`config.mk`:
```
export PLATFORM = sky130hd
export DESIGN_NAME = cmav_lane
export DESIGN_NICKNAME = d
export VERILOG_FILES = /design/src/rtl/cmav_pkg.sv /design/src/rtl/cmav_lane.sv
export SDC_FILE = /design/constraint.sdc
export NUM_CORES = 2
export LEC_CHECK = 0
export BUFFER_PORTS_ARGS = -buffer_cell sky130_fd_sc_hd__buf_2
export CORE_MARGIN = 2
export CORE_UTILIZATION = 40
export CTS_CLUSTER_DIAMETER = 50
export DETAILED_ROUTE_END_ITERATION = 6
export SETUP_SLACK_MARGIN = 0.02
export SYNTH_ARGS = -nofsm -noshare
export SYNTH_HDL_FRONTEND = slang
export SYNTH_SLANG_ARGS = --single-unit
```
`constraint.sdc`:
```
create_clock -name clk -period 8.1 [get_ports clk]
set_clock_uncertainty 0.1 [all_clocks]
set_input_delay 1.215 -clock clk [delete_from_list [all_inputs] [get_ports clk]]
set_output_delay 1.215 -clock clk [all_outputs]
set_load 0.02 [all_outputs]
```
`src/rtl/cmav_pkg.sv`:
```
// Shared constants, payload structs and lane control struct for the centred moving average.
package cmav_pkg;

    localparam int MAX_HALF_WIDTH_DEF = 15;
    localparam int SAMPLE_BITS        = 16;
    localparam int HALF_WIDTH_BITS    = 4;

    typedef struct packed {
        logic signed [SAMPLE_BITS-1:0] sample_x;
        logic signed [SAMPLE_BITS-1:0] sample_y;
        logic signed [SAMPLE_BITS-1:0] sample_z;
        logic                          end_of_stream;
    } sample_t;

    typedef struct packed {
        logic signed [SAMPLE_BITS-1:0] mean_x;
        logic signed [SAMPLE_BITS-1:0] mean_y;
        logic signed [SAMPLE_BITS-1:0] mean_z;
        logic                          final_result;
    } result_t;

    // Per-cycle commands from the controller to the three axis lanes.
    typedef struct packed {
        logic push;
        logic zero_in;
        logic clear;
        logic sweep_clr;
        logic sweep_add;
        logic p1_load;
        logic p2_load;
    } lane_ctrl_t;

endpackage

```
`src/rtl/cmav_lane.sv`:
```
// One axis lane: window shift line, running window sum and reciprocal divide.
module cmav_lane
    import cmav_pkg::*;
#(
    parameter int MAX_HALF_WIDTH = MAX_HALF_WIDTH_DEF
)
(
    input  logic                                      clk,
    input  logic                                      rst_n,
    input  lane_ctrl_t                                ctrl,
    input  logic signed [SAMPLE_BITS-1:0]             sample,
    input  logic [$clog2(MAX_HALF_WIDTH+1)-1:0]       hw,
    input  logic [$clog2(2*MAX_HALF_WIDTH+1)-1:0]     sweep_idx,
    input  logic [SAMPLE_BITS+$clog2(2*MAX_HALF_WIDTH+1)
                  +$clog2(2*MAX_HALF_WIDTH+2):0]      recip,
    output logic signed [SAMPLE_BITS-1:0]             mean
);

    localparam int STORE_DEPTH = 2 * MAX_HALF_WIDTH + 1;
    localparam int IDX_BITS    = $clog2(STORE_DEPTH);
    localparam int SUM_BITS    = SAMPLE_BITS + $clog2(STORE_DEPTH);
    localparam int SHIFT       = SUM_BITS + $clog2(STORE_DEPTH + 1);
    localparam int RECIP_BITS  = SHIFT + 1;
    localparam int PROD_BITS   = SUM_BITS + RECIP_BITS;

    logic signed [SAMPLE_BITS-1:0] line_reg [STORE_DEPTH];
    logic signed [SUM_BITS-1:0]    sum_reg;
    logic signed [SUM_BITS-1:0]    acc_reg;
    logic [PROD_BITS-1:0]          prod_reg;
    logic                          neg_reg;

    logic signed [SAMPLE_BITS-1:0] new_val;
    logic signed [SAMPLE_BITS-1:0] old_val;
    logic signed [SUM_BITS-1:0]    sum_push;
    logic [SUM_BITS-1:0]           mag;
    logic [SAMPLE_BITS-1:0]        quot;

    // The entry at 2*hw leaves the window when the line shifts.
    assign new_val  = ctrl.zero_in ? '0 : sample;
    assign old_val  = line_reg[IDX_BITS'({hw, 1'b0})];
    assign sum_push = sum_reg + SUM_BITS'(new_val) - SUM_BITS'(old_val);
    assign mag      = acc_reg[SUM_BITS-1] ? SUM_BITS'(-acc_reg) : SUM_BITS'(acc_reg);
    assign quot     = prod_reg[SHIFT +: SAMPLE_BITS];
    assign mean     = neg_reg ? -$signed(quot) : $signed(quot);

    always_ff @(posedge clk or negedge rst_n)
    begin
        if (!rst_n)
        begin
            for (int i = 0; i < STORE_DEPTH; i++)
            begin
                line_reg[i] <= '0;
            end
            sum_reg <= '0;
        end
        else if (ctrl.clear)
        begin
            for (int i = 0; i < STORE_DEPTH; i++)
            begin
                line_reg[i] <= '0;
            end
            sum_reg <= '0;
        end
        else if (ctrl.push)
        begin
            for (int i = 1; i < STORE_DEPTH; i++)
            begin
                line_reg[i] <= line_reg[i-1];
            end
            line_reg[0] <= new_val;
            sum_reg     <= sum_push;
        end
        else if (ctrl.sweep_clr)
        begin
            sum_reg <= '0;
        end
        else if (ctrl.sweep_add)
        begin
            sum_reg <= sum_reg + SUM_BITS'(line_reg[sweep_idx]);
        end
    end

    always_ff @(posedge clk)
    begin
        if (ctrl.p1_load)
        begin
            acc_reg <= sum_push;
        end
        if (ctrl.p2_load)
        begin
            prod_reg <= PROD_BITS'(mag) * PROD_BITS'(recip);
            neg_reg  <= acc_reg[SUM_BITS-1];
        end
    end

endmodule

```
==> reports/metrics.yaml <==
fmax_ghz: 0.119
core_um2: 118000
cts_tree: "built"
viasPerCell: 5.27
die-area_um2: 121000
clk_latency_ps: 660
maxSlewHeadroom_pct: 28.8
final_cells: 6111
critPathKind: "reg -> reg"
synth_area_per_cell_um2: 10.8
totalWireLength_um: 118000
path_clk_slew_ps: 60
ys_async_sr_fraction_pct: 93.2
io_buffers: 76
finalNetCount: 5209
cpPeakStageDelay_ps: 580
drt-initial-drc-count: 2420
wire_per_inst_um: 19.3
drive_gt1_share_pct: 17.7
status: "finished with violations"
drc: 0
cp-end-kind: "flip-flop"
track_usage_pct: 20.2
netlist_area_um2: 47200
synth-seq-cells: 555
clock-sinks: 555
dr_total_vias: 32200
crit_family: "adder cells"
cts_buffer_depth: 3
row_count: 126
cp_num_buf_inv: 6
hold_buffers: 0
report.final.slew_viol_count: 0
grt_pass1_wl_um: 193000
cts_root_buf: "clkbuf_16"
postPlaceCellArea_um2: 50700
rsz0062_at_grt: "true"
arrival_ps: 8660
crit_path_top_delay_cell: "fa_1"
synth_edf_count: 38
failed_checks: "negative setup slack"
fin_crit_ps: 8390
dp_hpwl_um: 83500
largest_reg_flops: 496
grt_overflow: 0
synth_nets: 5079
fin_area_um2: 54200
cpMostUsedCell: "fa_1"
synth_cell_types: 70
initial_utilization_pct: 40.2
die_x_um: 348
synth_area_leader_cell: "dfrtp_1"
synthCells: 4376
yosysSeqAreaShare_pct: 29.8
drt.antenna.violating_nets: 0
synth_flop_cell: "dfrtp_1"
maxCapViolations: 0
ioPinCount: 77
worst_slack_ps: -293
final_hold_viol_count: 0
grt_max_degree: 151
place.gp.congestion: 0.903
start_kind: "flip-flop"
die_h_um: 348
yosys_warnings: 0
period_share_pct: 104
antenna_found_initial: 8
cts_buffers: 77
synth_area_leaders: "dfrtp_1 27%, fa_1 20%, mux4_2 11%"
tightest_slew_ps: 1070
area_growth_pct: 14.7
hp-class: "reg -> reg"
grt_pass1_vias: 34100
dp_cells: 5932
critPathRequiredTime_ps: 8370
firstDrtPassIters: 6
final-setup-viol-count: 13
synth_top_area_share_pct: 27.4
path_max_fanout: 5
htree_levels: 3
[final timing paths]
path | from | endpoint | slack (ps) | cells after the start
max in group asynchronous | rst_n | line_reg[355] | 6030 | 2
max | acc_reg[4] | prod_reg[37] | -290 | 28
min reg2reg | line_reg[55] | line_reg[39] | 420 | 2
min in group asynchronous | rst_n | line_reg[304] | 520 | 1
max reg2reg | acc_reg[4] | prod_reg[37] | -290 | 28
min | line_reg[55] | line_reg[39] | 420 | 2
[tightest hold or removal path, cell delays in order (launching register included)]
cell	delay (ps)
dfrtp_1	360
mux2i_1	80
nor2_1	80
[cell type report]
type                       instances  area, um^2
fill                           10800       63500
multi-input combinational       2998       30700
sequential                       555       14100
timing repair buffer             332        2690
clock buffer                     102        2180
inverter                         542        2030
tap                             1536        1920
clock inverter                    41         517
antenna                            5        12.5
[kinds of logic after synthesis]
logic type | share of synthesized area, %
and+or+nand+nor | 12.0
buffers and inverters | 6.58
muxes | 21.7
adders and majority gates | 24.6
DFF | 29.8
AOI/OAI and AO/OA | 3.56
xor gates and xnor gates | 1.79
[placed cells by master, fill, tap and decap left out, types with 12 or more instances in the layout]
| master | n |
|---|---|
| o22ai_1 | 12 |
| dfrtp_1 | 517 |
| nor3_1 | 12 |
| mux4_2 | 224 |
| nor2b_1 | 27 |
| xnor2_2 | 12 |
| nand3b_1 | 16 |
| buf_2 | 69 |
| o21ai_0 | 52 |
| and2_1 | 192 |
| mux2i_1 | 499 |
| clkbuf_16 | 79 |
| fa_1 | 470 |
| nand2b_1 | 48 |
| buf_6 | 15 |
| xor2_1 | 25 |
| a21o_1 | 25 |
| edfxtp_1 | 38 |
| buf_4 | 221 |
| clkbuf_8 | 12 |
| nor2_1 | 505 |
| inv_1 | 533 |
| buf_12 | 23 |
| nand2_1 | 391 |
| xnor2_1 | 49 |
| mux2_2 | 16 |
| ha_1 | 154 |
| a21oi_1 | 60 |
[per-stage QoR]
step | setup slack, ps | hold slack, ps | setup TNS [ps] | util [%]
floorplan | 22.1 | 384 | 0 | -
global placement | -573 | 414 | -6370 | 43.1
detailed placement | -754 | 418 | -8940 | 43.1
CTS | -262 | 424 | -2450 | 45.8
global route | -521 | 460 | -5790 | 46.0
finish | -293 | 419 | -2590 | 46.0
[Yosys cell counts (12+ instances only)]
cell type,number
nor3_1,15
dfrtp_1,517
o21ai_0,58
edfxtp_1,38
nor2_1,508
a21oi_1,63
xnor2_1,65
a21o_1,25
nand2b_1,48
mux2_2,16
clkbuf_1,200
and2_1,196
mux4_2,224
nand2_1,398
nand3b_1,16
o22ai_1,12
inv_1,542
buf_1,77
mux2i_1,500
nor2b_1,28
xor2_1,27
ha_1,163
fa_1,479
[repair_timing]
| item | 4_1_cts | 5_1_grt |
|---|---|---|
| setup endpoints to repair | 16 | 16 |
| pin swaps | 35 | 38 |
| buffers inserted | 18 | 11 |
| gates cloned | 2 | 0 |
| resized for setup | 57 | 46 |
[routing by layer]
layer,vias to the layer above,global-route usage [%],wire length [um]
met5,-,0,11
met4,2,5.64,3160
met1,16700,28.5,53100
met3,178,2.98,5930
li1,14600,-,-
met2,702,32.5,55600
Power is left out: the tool's default activity adds up to more than one toggle a clock period on the data nets, which glitch-free logic cannot reach.
