[config.mk]
export PLATFORM = sky130hd
export DESIGN_NAME = cmav_merge
export DESIGN_NICKNAME = d
export VERILOG_FILES = /design/src/rtl/cmav_pkg.sv /design/src/rtl/cmav_merge.sv
export SDC_FILE = /design/constraint.sdc
export NUM_CORES = 1
export LEC_CHECK = 0
export BUFFER_PORTS_ARGS = -buffer_cell sky130_fd_sc_hd__buf_4
export CORE_UTILIZATION = 36
export DETAILED_ROUTE_END_ITERATION = 8
export GPL_ROUTABILITY_DRIVEN = 0
export HOLD_SLACK_MARGIN = 0.1
export PLACE_DENSITY_LB_ADDON = 0.1
export SLEW_MARGIN = 20
export SYNTH_ARGS = -nofsm -noshare
export SYNTH_HDL_FRONTEND = slang
export SYNTH_SLANG_ARGS = --single-unit
[constraint.sdc]
create_clock -name clk -period 0.8 [get_ports clk]
set_input_delay 0.08 -clock clk [delete_from_list [all_inputs] [get_ports clk]]
set_output_delay 0.08 -clock clk [all_outputs]
set_load 0.05 [all_outputs]
[src/rtl/cmav_pkg.sv]
// Shared constants, payload structs and lane control struct for the centred moving average.
package cmav_pkg;

    localparam int MAX_HALF_WIDTH_DEF = 15;
    localparam int SAMPLE_BITS        = 16;
    localparam int HALF_WIDTH_BITS    = 4;

    typedef struct packed {
        logic signed [SAMPLE_BITS-1:0] sample_x;
        logic signed [SAMPLE_BITS-1:0] sample_y;
        logic signed [SAMPLE_BITS-1:0] sample_z;
        logic                          end_of_stream;
    } sample_t;

    typedef struct packed {
        logic signed [SAMPLE_BITS-1:0] mean_x;
        logic signed [SAMPLE_BITS-1:0] mean_y;
        logic signed [SAMPLE_BITS-1:0] mean_z;
        logic                          final_result;
    } result_t;

    // Per-cycle commands from the controller to the three axis lanes.
    typedef struct packed {
        logic push;
        logic zero_in;
        logic clear;
        logic sweep_clr;
        logic sweep_add;
        logic p1_load;
        logic p2_load;
    } lane_ctrl_t;

endpackage

[src/rtl/cmav_merge.sv]
// Output stage: gathers the three lane means and the end marker into the result register.
module cmav_merge
    import cmav_pkg::*;
(
    input  logic                          clk,
    input  logic                          rst_n,
    input  logic                          load,
    input  logic signed [SAMPLE_BITS-1:0] mean_x,
    input  logic signed [SAMPLE_BITS-1:0] mean_y,
    input  logic signed [SAMPLE_BITS-1:0] mean_z,
    input  logic                          final_in,
    input  logic                          result_stall,
    output logic                          result_valid,
    output result_t                       result
);

    logic    valid_reg;
    result_t data_reg;

    assign result_valid = valid_reg;
    assign result       = data_reg;

    always_ff @(posedge clk or negedge rst_n)
    begin
        if (!rst_n)
        begin
            valid_reg <= 1'b0;
        end
        else if (load)
        begin
            valid_reg <= 1'b1;
        end
        else if (!result_stall)
        begin
            valid_reg <= 1'b0;
        end
    end

    always_ff @(posedge clk)
    begin
        if (load)
        begin
            data_reg.mean_x       <= mean_x;
            data_reg.mean_y       <= mean_y;
            data_reg.mean_z       <= mean_z;
            data_reg.final_result <= final_in;
        end
    end

endmodule

==> flow_summary.yaml, run 1 <==
clock_tree:
  clk_pin_slew_ps: 80
  cts_sinks: 50
  insertion_delay_ps: 280
  cts_tree: "built"
  cts_made_buffers: 5
  clockRootBuffer: "clkbuf_8"
  cts_setup_buffers: 0
  htreeDepth: 2
  cts_buffer_depth: 2
hold_path:
  holdPathStages: 2
  hp-start: "load"
  hold_path_end: "result[15]"
  min_path_type: "in -> reg"
synthesis:
  synth_cell_types: 3
  syn_inst: 51
  synthFlopType: "edfxtp_1"
  synth_most_common_cell: "edfxtp_1"
  synth-seq-cells: 50
  synth_nets: 104
  synthTopCellsByCount: "49 x edfxtp_1, 1 x a21o_1, 1 x dfrtp_1"
  yosys_warnings: 0
  synthTopCellsByArea: "edfxtp_1 98%, dfrtp_1 1.7%, a21o_1 0.50%"
  syn_area_per_cell_sq_um: 29.5
  synth_async_sr_flop_share: 0.0200
  seq_area_frac_synth: 0.995
  synth-edff-count: 49
  syn_area_sq_um: 1500
  synth_top_area_frac: 0.978
  yosysTopAreaCell: "edfxtp_1"
pwr:
  power_w: 0.00614
  p_per_area_nw_per_um2: 1940
  power.leakage_nw: 1.32
  irDropWorstVdd_uv: 1500
placement:
  port_buffers: 102
  place_area_sq_um: 2370
  post-place-ws_ps: 103
  dp_cells: 205
layout:
  fin_area_sq_um: 3160
  drive_gt1_frac: 0.514
  n_antenna_cell: 0
  seqCellArea_sq_um: 1500
  final-instance-count-excl-fill: 264
  area_growth_pct: 110
  nets: 267
  nFillCells: 233
  multi_input_area_sq_um: 7.51
  fin_util: 0.789
run_status:
  status: "finished, violations left"
  violations: "negative setup slack"
critical_path:
  r2r_start: "result_valid"
  cp-end-kind: "output port"
  critPathKind: "reg -> out"
  reg2reg_slack_ps: 130
  ff2ff_path_depth: 1
  reg2reg_to: "result_valid"
  crit_path_start_kind: "flip-flop"
  cpPeakStageDelay_ps: 420
  required_ps: 720
  arrival_ps: 890
  crit_buf_inv: 1
  crit_chain: "buf_6"
  critPathSlowestCell: "edfxtp_1"
  crit_path_max_fanout: 1
  critPathTopFamily: "flip-flops"
sta:
  setup_slack_ps: -169
  setup_viol: 50
  fin_skew_ps: 0
  grt_setup_unrepaired: "yes"
  hold_viol: 0
  max_slew_margin: 0.902
  min_period_over_period: 1.21
  fmax_mhz: 1030
  tightest_slew_ps: 148
  timing.final.max_slew_violations: 0
  timing.final.crit_period_ps: 969
floorplan:
  rows: 23
  initial_core_util: 0.376
  core_area_sq_um: 4000
  boundaryPins: 103
  die-area_sq_um: 4440
  die_w_um: 66.6
  fp.dieH_um: 66.6
detailed_routing:
  drc: 0
  first_pass_iters: 4
  via_per_inst: 4.27
  first_iter_violations: 44
  vias: 1126
  ant_nets: 0
  drt_wl_total_mm: 3.77
  wl_per_cell_um: 14.3
flow_run:
  max_cap_viol_count: 0
global_route:
  grt_pass1_wl_mm: 5.45
  grt_overflow: 0
  antenna_found_initial: 0
  grt_pass1_vias: 1215
  grt_max_degree: 28
  track_usage: 0.179
-- worst max path at each step --
| stage | depth (start not counted) | start | end | slack, ps |
|---|---|---|---|---|
| after floorplan | 1 | result_valid | result_valid | 6 |
| after global placement | 2 | load | result[27] | 110 |
| after detailed placement | 2 | load | result[17] | 100 |
| after CTS | 1 | result[2] | result[2] | -170 |
| after global routing | 1 | result[35] | result[35] | -200 |
| final | 1 | result[35] | result[35] | -170 |
-- sequential cells by signal, indices dropped and copies added, names as in the netlist --
name          cells
result_valid      1
result           49
-- per-stage QoR --
stage / hold slack, ps / setup TNS [ps]
floorplan: -216 / 0
global placement: -144 / 0
detailed placement: -143 / 0
CTS: 211 / -6940
global route: 222 / -8130
finish: 226 / -6260
-- report_power, final --
part,switching (W),leakage (nW),internal [W]
Combinational,0.000916,0.794,0.000712
Clock,0.000706,0.0383,0.000602
Sequential,0.0000981,0.490,0.00311
Total,0.00172,1.32,0.00442
-- metal layers --
layer	wire (um)	vias up	GRT usage
met4	39	0	0.0585
met2	2220	57	0.354
li1	-	528	-
met1	1280	537	0.168
met5	0	-	0
met3	228	4	0.0582
-- cell usage in the layout, fill, tap and decap left out, drive strengths merged --
cell type    instances
buf                104
dlygate4sd3         52
edfxtp              49
clkbuf               7
a21o                 1
dfrtp                1
-- area by class of cell --
class	instances	area share
sequential	50	0.474
timing repair buffer	156	0.479
clock buffer	7	0.0242
tap	50	0.0198
multi-input combinational	1	0.00238
-- cells by family after synthesis --
kind of cell / Yosys count / synth area share
flops: 50 / 0.995
compound gates: 1 / 0.00499
-- repair_timing --
item / in CTS / in global routing
hold buffers: 52 / 0
resized for setup: 50 / 0
setup endpoints to repair: 50 / 50
hold endpoints to repair: 51 / 0
Power figures use the tool's default switching activity.
==> run 2: changes to the inputs <==
Settings changed: REMOVE_ABC_BUFFERS set to 1.
==> run 2 against run 1 <==
Net effect:
- the flow still finishes with violations (negative setup slack)
- total power rose by 0.31%
- first-iteration DRC count rose by 43%
- hold slack got worse by 15 ps
- core utilization rose by 0.28 points
- cell area rose by 0.36%
- register-to-register slack got worse by 120 ps
- count of clock-buffer cells in the layout fell by 1
==> flow_summary.yaml, run 2 (synthesis gave the netlist of run 1 again) <==
run_status:
  status: "finished, violations left"
  violations: "negative setup slack"
layout:
  nets: 268
  layout_common_cells: "53 x buf_4, 52 x dlygate4sd3_1, 50 x buf_6, 49 x edfxtp_1, 5 x clkbuf_8"
  drive_gt1_frac: 0.514
  fin_area_sq_um: 3170
  final_common_cell: "buf_4"
  area_growth_pct: 111
  n_antenna_cell: 0
  largest_reg_flops: 49
  fin_util: 0.792
clock_tree:
  clockRootBuffer: "clkbuf_8"
  insertion_delay_ps: 290
  htreeDepth: 2
  cts_buffer_depth: 2
  cts_sinks: 50
  cts_tree: "built"
  clk_pin_slew_ps: 80
  cts_made_buffers: 5
placement:
  place_area_sq_um: 2370
  port_buffers: 102
critical_path:
  critPathKind: "reg -> out"
  ff2ff_path_depth: 2
  critical_path_depth: 1
  crit_buf_inv: 1
  crit_path_max_fanout: 1
  crit_chain: "buf_6"
  critPathTopFamily: "flip-flops"
  required_ps: 720
  crit_path_start_kind: "flip-flop"
  cpPeakStageDelay_ps: 420
  arrival_ps: 880
  critPathSlowestCell: "edfxtp_1"
  cp-end-kind: "output port"
sta:
  tightest_slew_ps: 138
  grt_setup_unrepaired: "yes"
  setup_viol: 50
  hold_viol: 0
  max_slew_margin: 0.908
  min_period_over_period: 1.20
  fmax_mhz: 1040
  timing.final.crit_period_ps: 957
  setup_slack_ps: -157
  fin_skew_ps: 0
  timing.final.max_slew_violations: 0
floorplan:
  boundaryPins: 103
  core_area_sq_um: 4000
  fp.dieH_um: 66.6
  initial_core_util: 0.376
  die_w_um: 66.6
  rows: 23
  die-area_sq_um: 4440
detailed_routing:
  drt_wl_total_mm: 3.62
  via_per_inst: 4.17
  first_iter_violations: 63
  first_pass_iters: 4
  wl_per_cell_um: 13.6
  ant_nets: 0
  drc: 0
  vias: 1109
global_route:
  grt_pass1_wl_mm: 5.34
  track_usage: 0.173
  grt_overflow: 0
  grt_max_degree: 27
  grt_pass1_vias: 1191
  antenna_found_initial: 0
pwr:
  power.leakage_nw: 1.33
  p_per_area_nw_per_um2: 1940
  irDropWorstVdd_uv: 1250
hold_path:
  holdPathStages: 2
  min_path_type: "in -> reg"
flow_run:
  max_cap_viol_count: 0
## run 2: cell count changes in the layout (fill, tap and decap cells not counted), sizes merged
| cell | change |
|---|---|
| buf | +1 |
| clkbuf | -1 |
| clkinv | +2 |
## run 2: path summary, 6_finish.rpt
kind                              start            to  slack [ps]
min                                load     result[5]         210
max                          result[15]    result[15]        -160
min in group asynchronous         rst_n  result_valid         630
max in group asynchronous         rst_n  result_valid          60
min reg2reg                result_valid  result_valid         600
max reg2reg                result_valid  result_valid          10
## run 2: layer usage
| layer | share of wire | wire (um) | GRT usage |
|---|---|---|---|
| met5 | 0 | 0 | 0 |
| met4 | 0.014 | 52 | 0.0638 |
| met3 | 0.055 | 199 | 0.0394 |
| met2 | 0.59 | 2130 | 0.345 |
| met1 | 0.34 | 1240 | 0.169 |
## run 2: timing repair
| action | in CTS | in global routing |
|---|---|---|
| hold endpoints to repair | 51 | 0 |
| setup buffers | 0 | 1 |
| pin swaps | 0 | 0 |
| cloned | 0 | 0 |
| setup endpoints to repair | 50 | 50 |
| hold buffers | 52 | 0 |
| resized for setup | 50 | 0 |
## run 2: stage by stage
stage          TNS (ps)  cells  worst slack, ps  hold WS [ps]  power, W
6_report          -6110    266             -157           211   0.00616
5_1_grt           -7740    266             -185           226   0.00638
4_1_cts           -6820    265             -168           204   0.00621
3_5_place_dp          0    205              112          -140   0.00452
3_3_place_gp          0    205              121          -143   0.00450
2_1_floorplan     -93.3     51            -93.3          -216   0.00395
## run 2: report_power, final
part           total [W]  switching (W)  internal [W]
Combinational    0.00163       0.000919      0.000716
Clock            0.00133       0.000727      0.000601
Sequential       0.00320      0.0000926       0.00311
## run 2: final cells by class
class                           count  area (sq um)
Multi-Input combinational cell      1          7.51
Fill cell                         218           831
Clock inverter                      2          8.76
Tap cell                           50          62.6
Sequential cell                    50          1500
Clock buffer                        6          72.6
Timing Repair Buffer              157          1520
==> run 3: changes to the inputs <==
Settings changed: MAX_ROUTING_LAYER set to met4.
==> run 3 against run 2 <==
Net effect:
- the run still ends with negative setup slack left
- die area unchanged
- core utilization unchanged
- hold slack about the same
- register-to-register slack about the same
- critical path depth unchanged
- clock skew unchanged
- cell area unchanged
- clock power about the same
- via count unchanged
- critical path type unchanged
- highest routed layer unchanged
==> flow_summary.yaml, run 3 (synthesis gave the netlist of run 1 again) <==
placement:
  place_area_sq_um: 2370
  post-place-ws_ps: 112
  port_buffers: 102
  dp_cells: 205
clock_tree:
  cts_made_buffers: 5
  cts_sinks: 50
  insertion_delay_ps: 290
  cts_buffer_depth: 2
  htreeDepth: 2
  cts_tree: "built"
  clockRootBuffer: "clkbuf_8"
  clk_pin_slew_ps: 80
sta:
  timing.final.max_slew_violations: 0
  setup_viol: 50
  hold_viol: 0
  max_slew_margin: 0.908
  timing.final.crit_period_ps: 957
  finalSetupTns_ps: -6100
  fin_skew_ps: 0
  setup_slack_ps: -157
  grt_setup_unrepaired: "yes"
  fmax_mhz: 1040
  tightest_slew_ps: 138
  min_period_over_period: 1.20
floorplan:
  die_w_um: 66.6
  initial_core_util: 0.376
  core_area_sq_um: 4000
  boundaryPins: 103
  die-area_sq_um: 4440
  fp.dieH_um: 66.6
  rows: 23
hold_path:
  min_path_type: "in -> reg"
  holdPathStages: 2
critical_path:
  cpPeakStageDelay_ps: 420
  ff2ff_path_depth: 2
  critPathKind: "reg -> out"
  crit_path_max_fanout: 1
  cp-end-kind: "output port"
  crit_path_start_kind: "flip-flop"
  crit_buf_inv: 1
  critPathSlowestCell: "edfxtp_1"
  critPathTopFamily: "flip-flops"
  arrival_ps: 880
  required_ps: 720
  crit_chain: "buf_6"
  critical_path_depth: 1
layout:
  nets: 268
  area_growth_pct: 111
  fin_area_sq_um: 3170
  nFillCells: 218
  fin_util: 0.792
  final_common_cell: "buf_4"
  final-instance-count-excl-fill: 266
  largest_reg_flops: 49
  n_antenna_cell: 0
  layout_common_cells: "53 x buf_4, 52 x dlygate4sd3_1, 50 x buf_6, 49 x edfxtp_1, 5 x clkbuf_8"
  drive_gt1_frac: 0.514
detailed_routing:
  ant_nets: 0
  vias: 1109
  wl_per_cell_um: 13.6
  first_iter_violations: 56
  drt_wl_total_mm: 3.62
  via_per_inst: 4.17
  first_pass_iters: 4
  drc: 0
global_route:
  antenna_found_initial: 0
  grt_max_degree: 27
  grt_pass1_vias: 1191
  grt_overflow: 0
  track_usage: 0.178
  grt_pass1_wl_mm: 5.33
pwr:
  p_per_area_nw_per_um2: 1940
  irDropWorstVdd_uv: 1250
  power.leakage_nw: 1.33
run_status:
  status: "finished, violations left"
  violations: "negative setup slack"
flow_run:
  max_cap_viol_count: 0
-- run 3: worst paths after layout --
| check | startpoint | slack, ps | end |
|---|---|---|---|
| worst max-delay path | result[15] | -160 | result[15] |
| worst min-delay path | load | 210 | result[5] |
| worst max register to register | result_valid | 10 | result_valid |
| worst min register to register | result_valid | 600 | result_valid |
| max in group asynchronous | rst_n | 60 | result_valid |
| min in group asynchronous | rst_n | 630 | result_valid |
-- run 3: power by group --
part / internal, W / switching [W]
clock: 0.000601 / 0.000726
sequential: 0.00311 / 0.0000926
combinational: 0.000716 / 0.000919
-- run 3: per-layer routing --
layer / vias up / wire length (um) / global-route usage / share of wire
met5: - / 0 / - / 0
met4: 0 / 52 / 0.0638 / 0.014
met3: 5 / 177 / 0.0342 / 0.049
met2: 55 / 2130 / 0.345 / 0.59
met1: 518 / 1260 / 0.172 / 0.35
li1: 531 / - / - / -
-- run 3: cell type report --
class,count,area [sq um],share of cell area
Sequential cell,50,1500,0.472
Tap cell,50,62.6,0.0197
Clock buffer,6,72.6,0.0229
Clock inverter,2,8.76,0.00276
Timing Repair Buffer,157,1520,0.480
Multi-Input combinational cell,1,7.51,0.00237
-- run 3: stage by stage --
| stage | total power, W | hold WS (ps) |
|---|---|---|
| after global routing | 0.00638 | 226 |
| final | 0.00616 | 211 |
| after detailed placement | 0.00452 | -140 |
| after global placement | 0.00450 | -143 |
| after floorplan | 0.00395 | -216 |
| after CTS | 0.00621 | 204 |
-- run 3: what timing repair did --
action                                  in CTS  in global routing
resized for setup                           50                  0
pin swaps                                    0                  0
hold endpoints to repair                    51                  0
setup buffers                                0                  1
endpoints found under the setup margin      50                 50
hold buffers                                52                  0
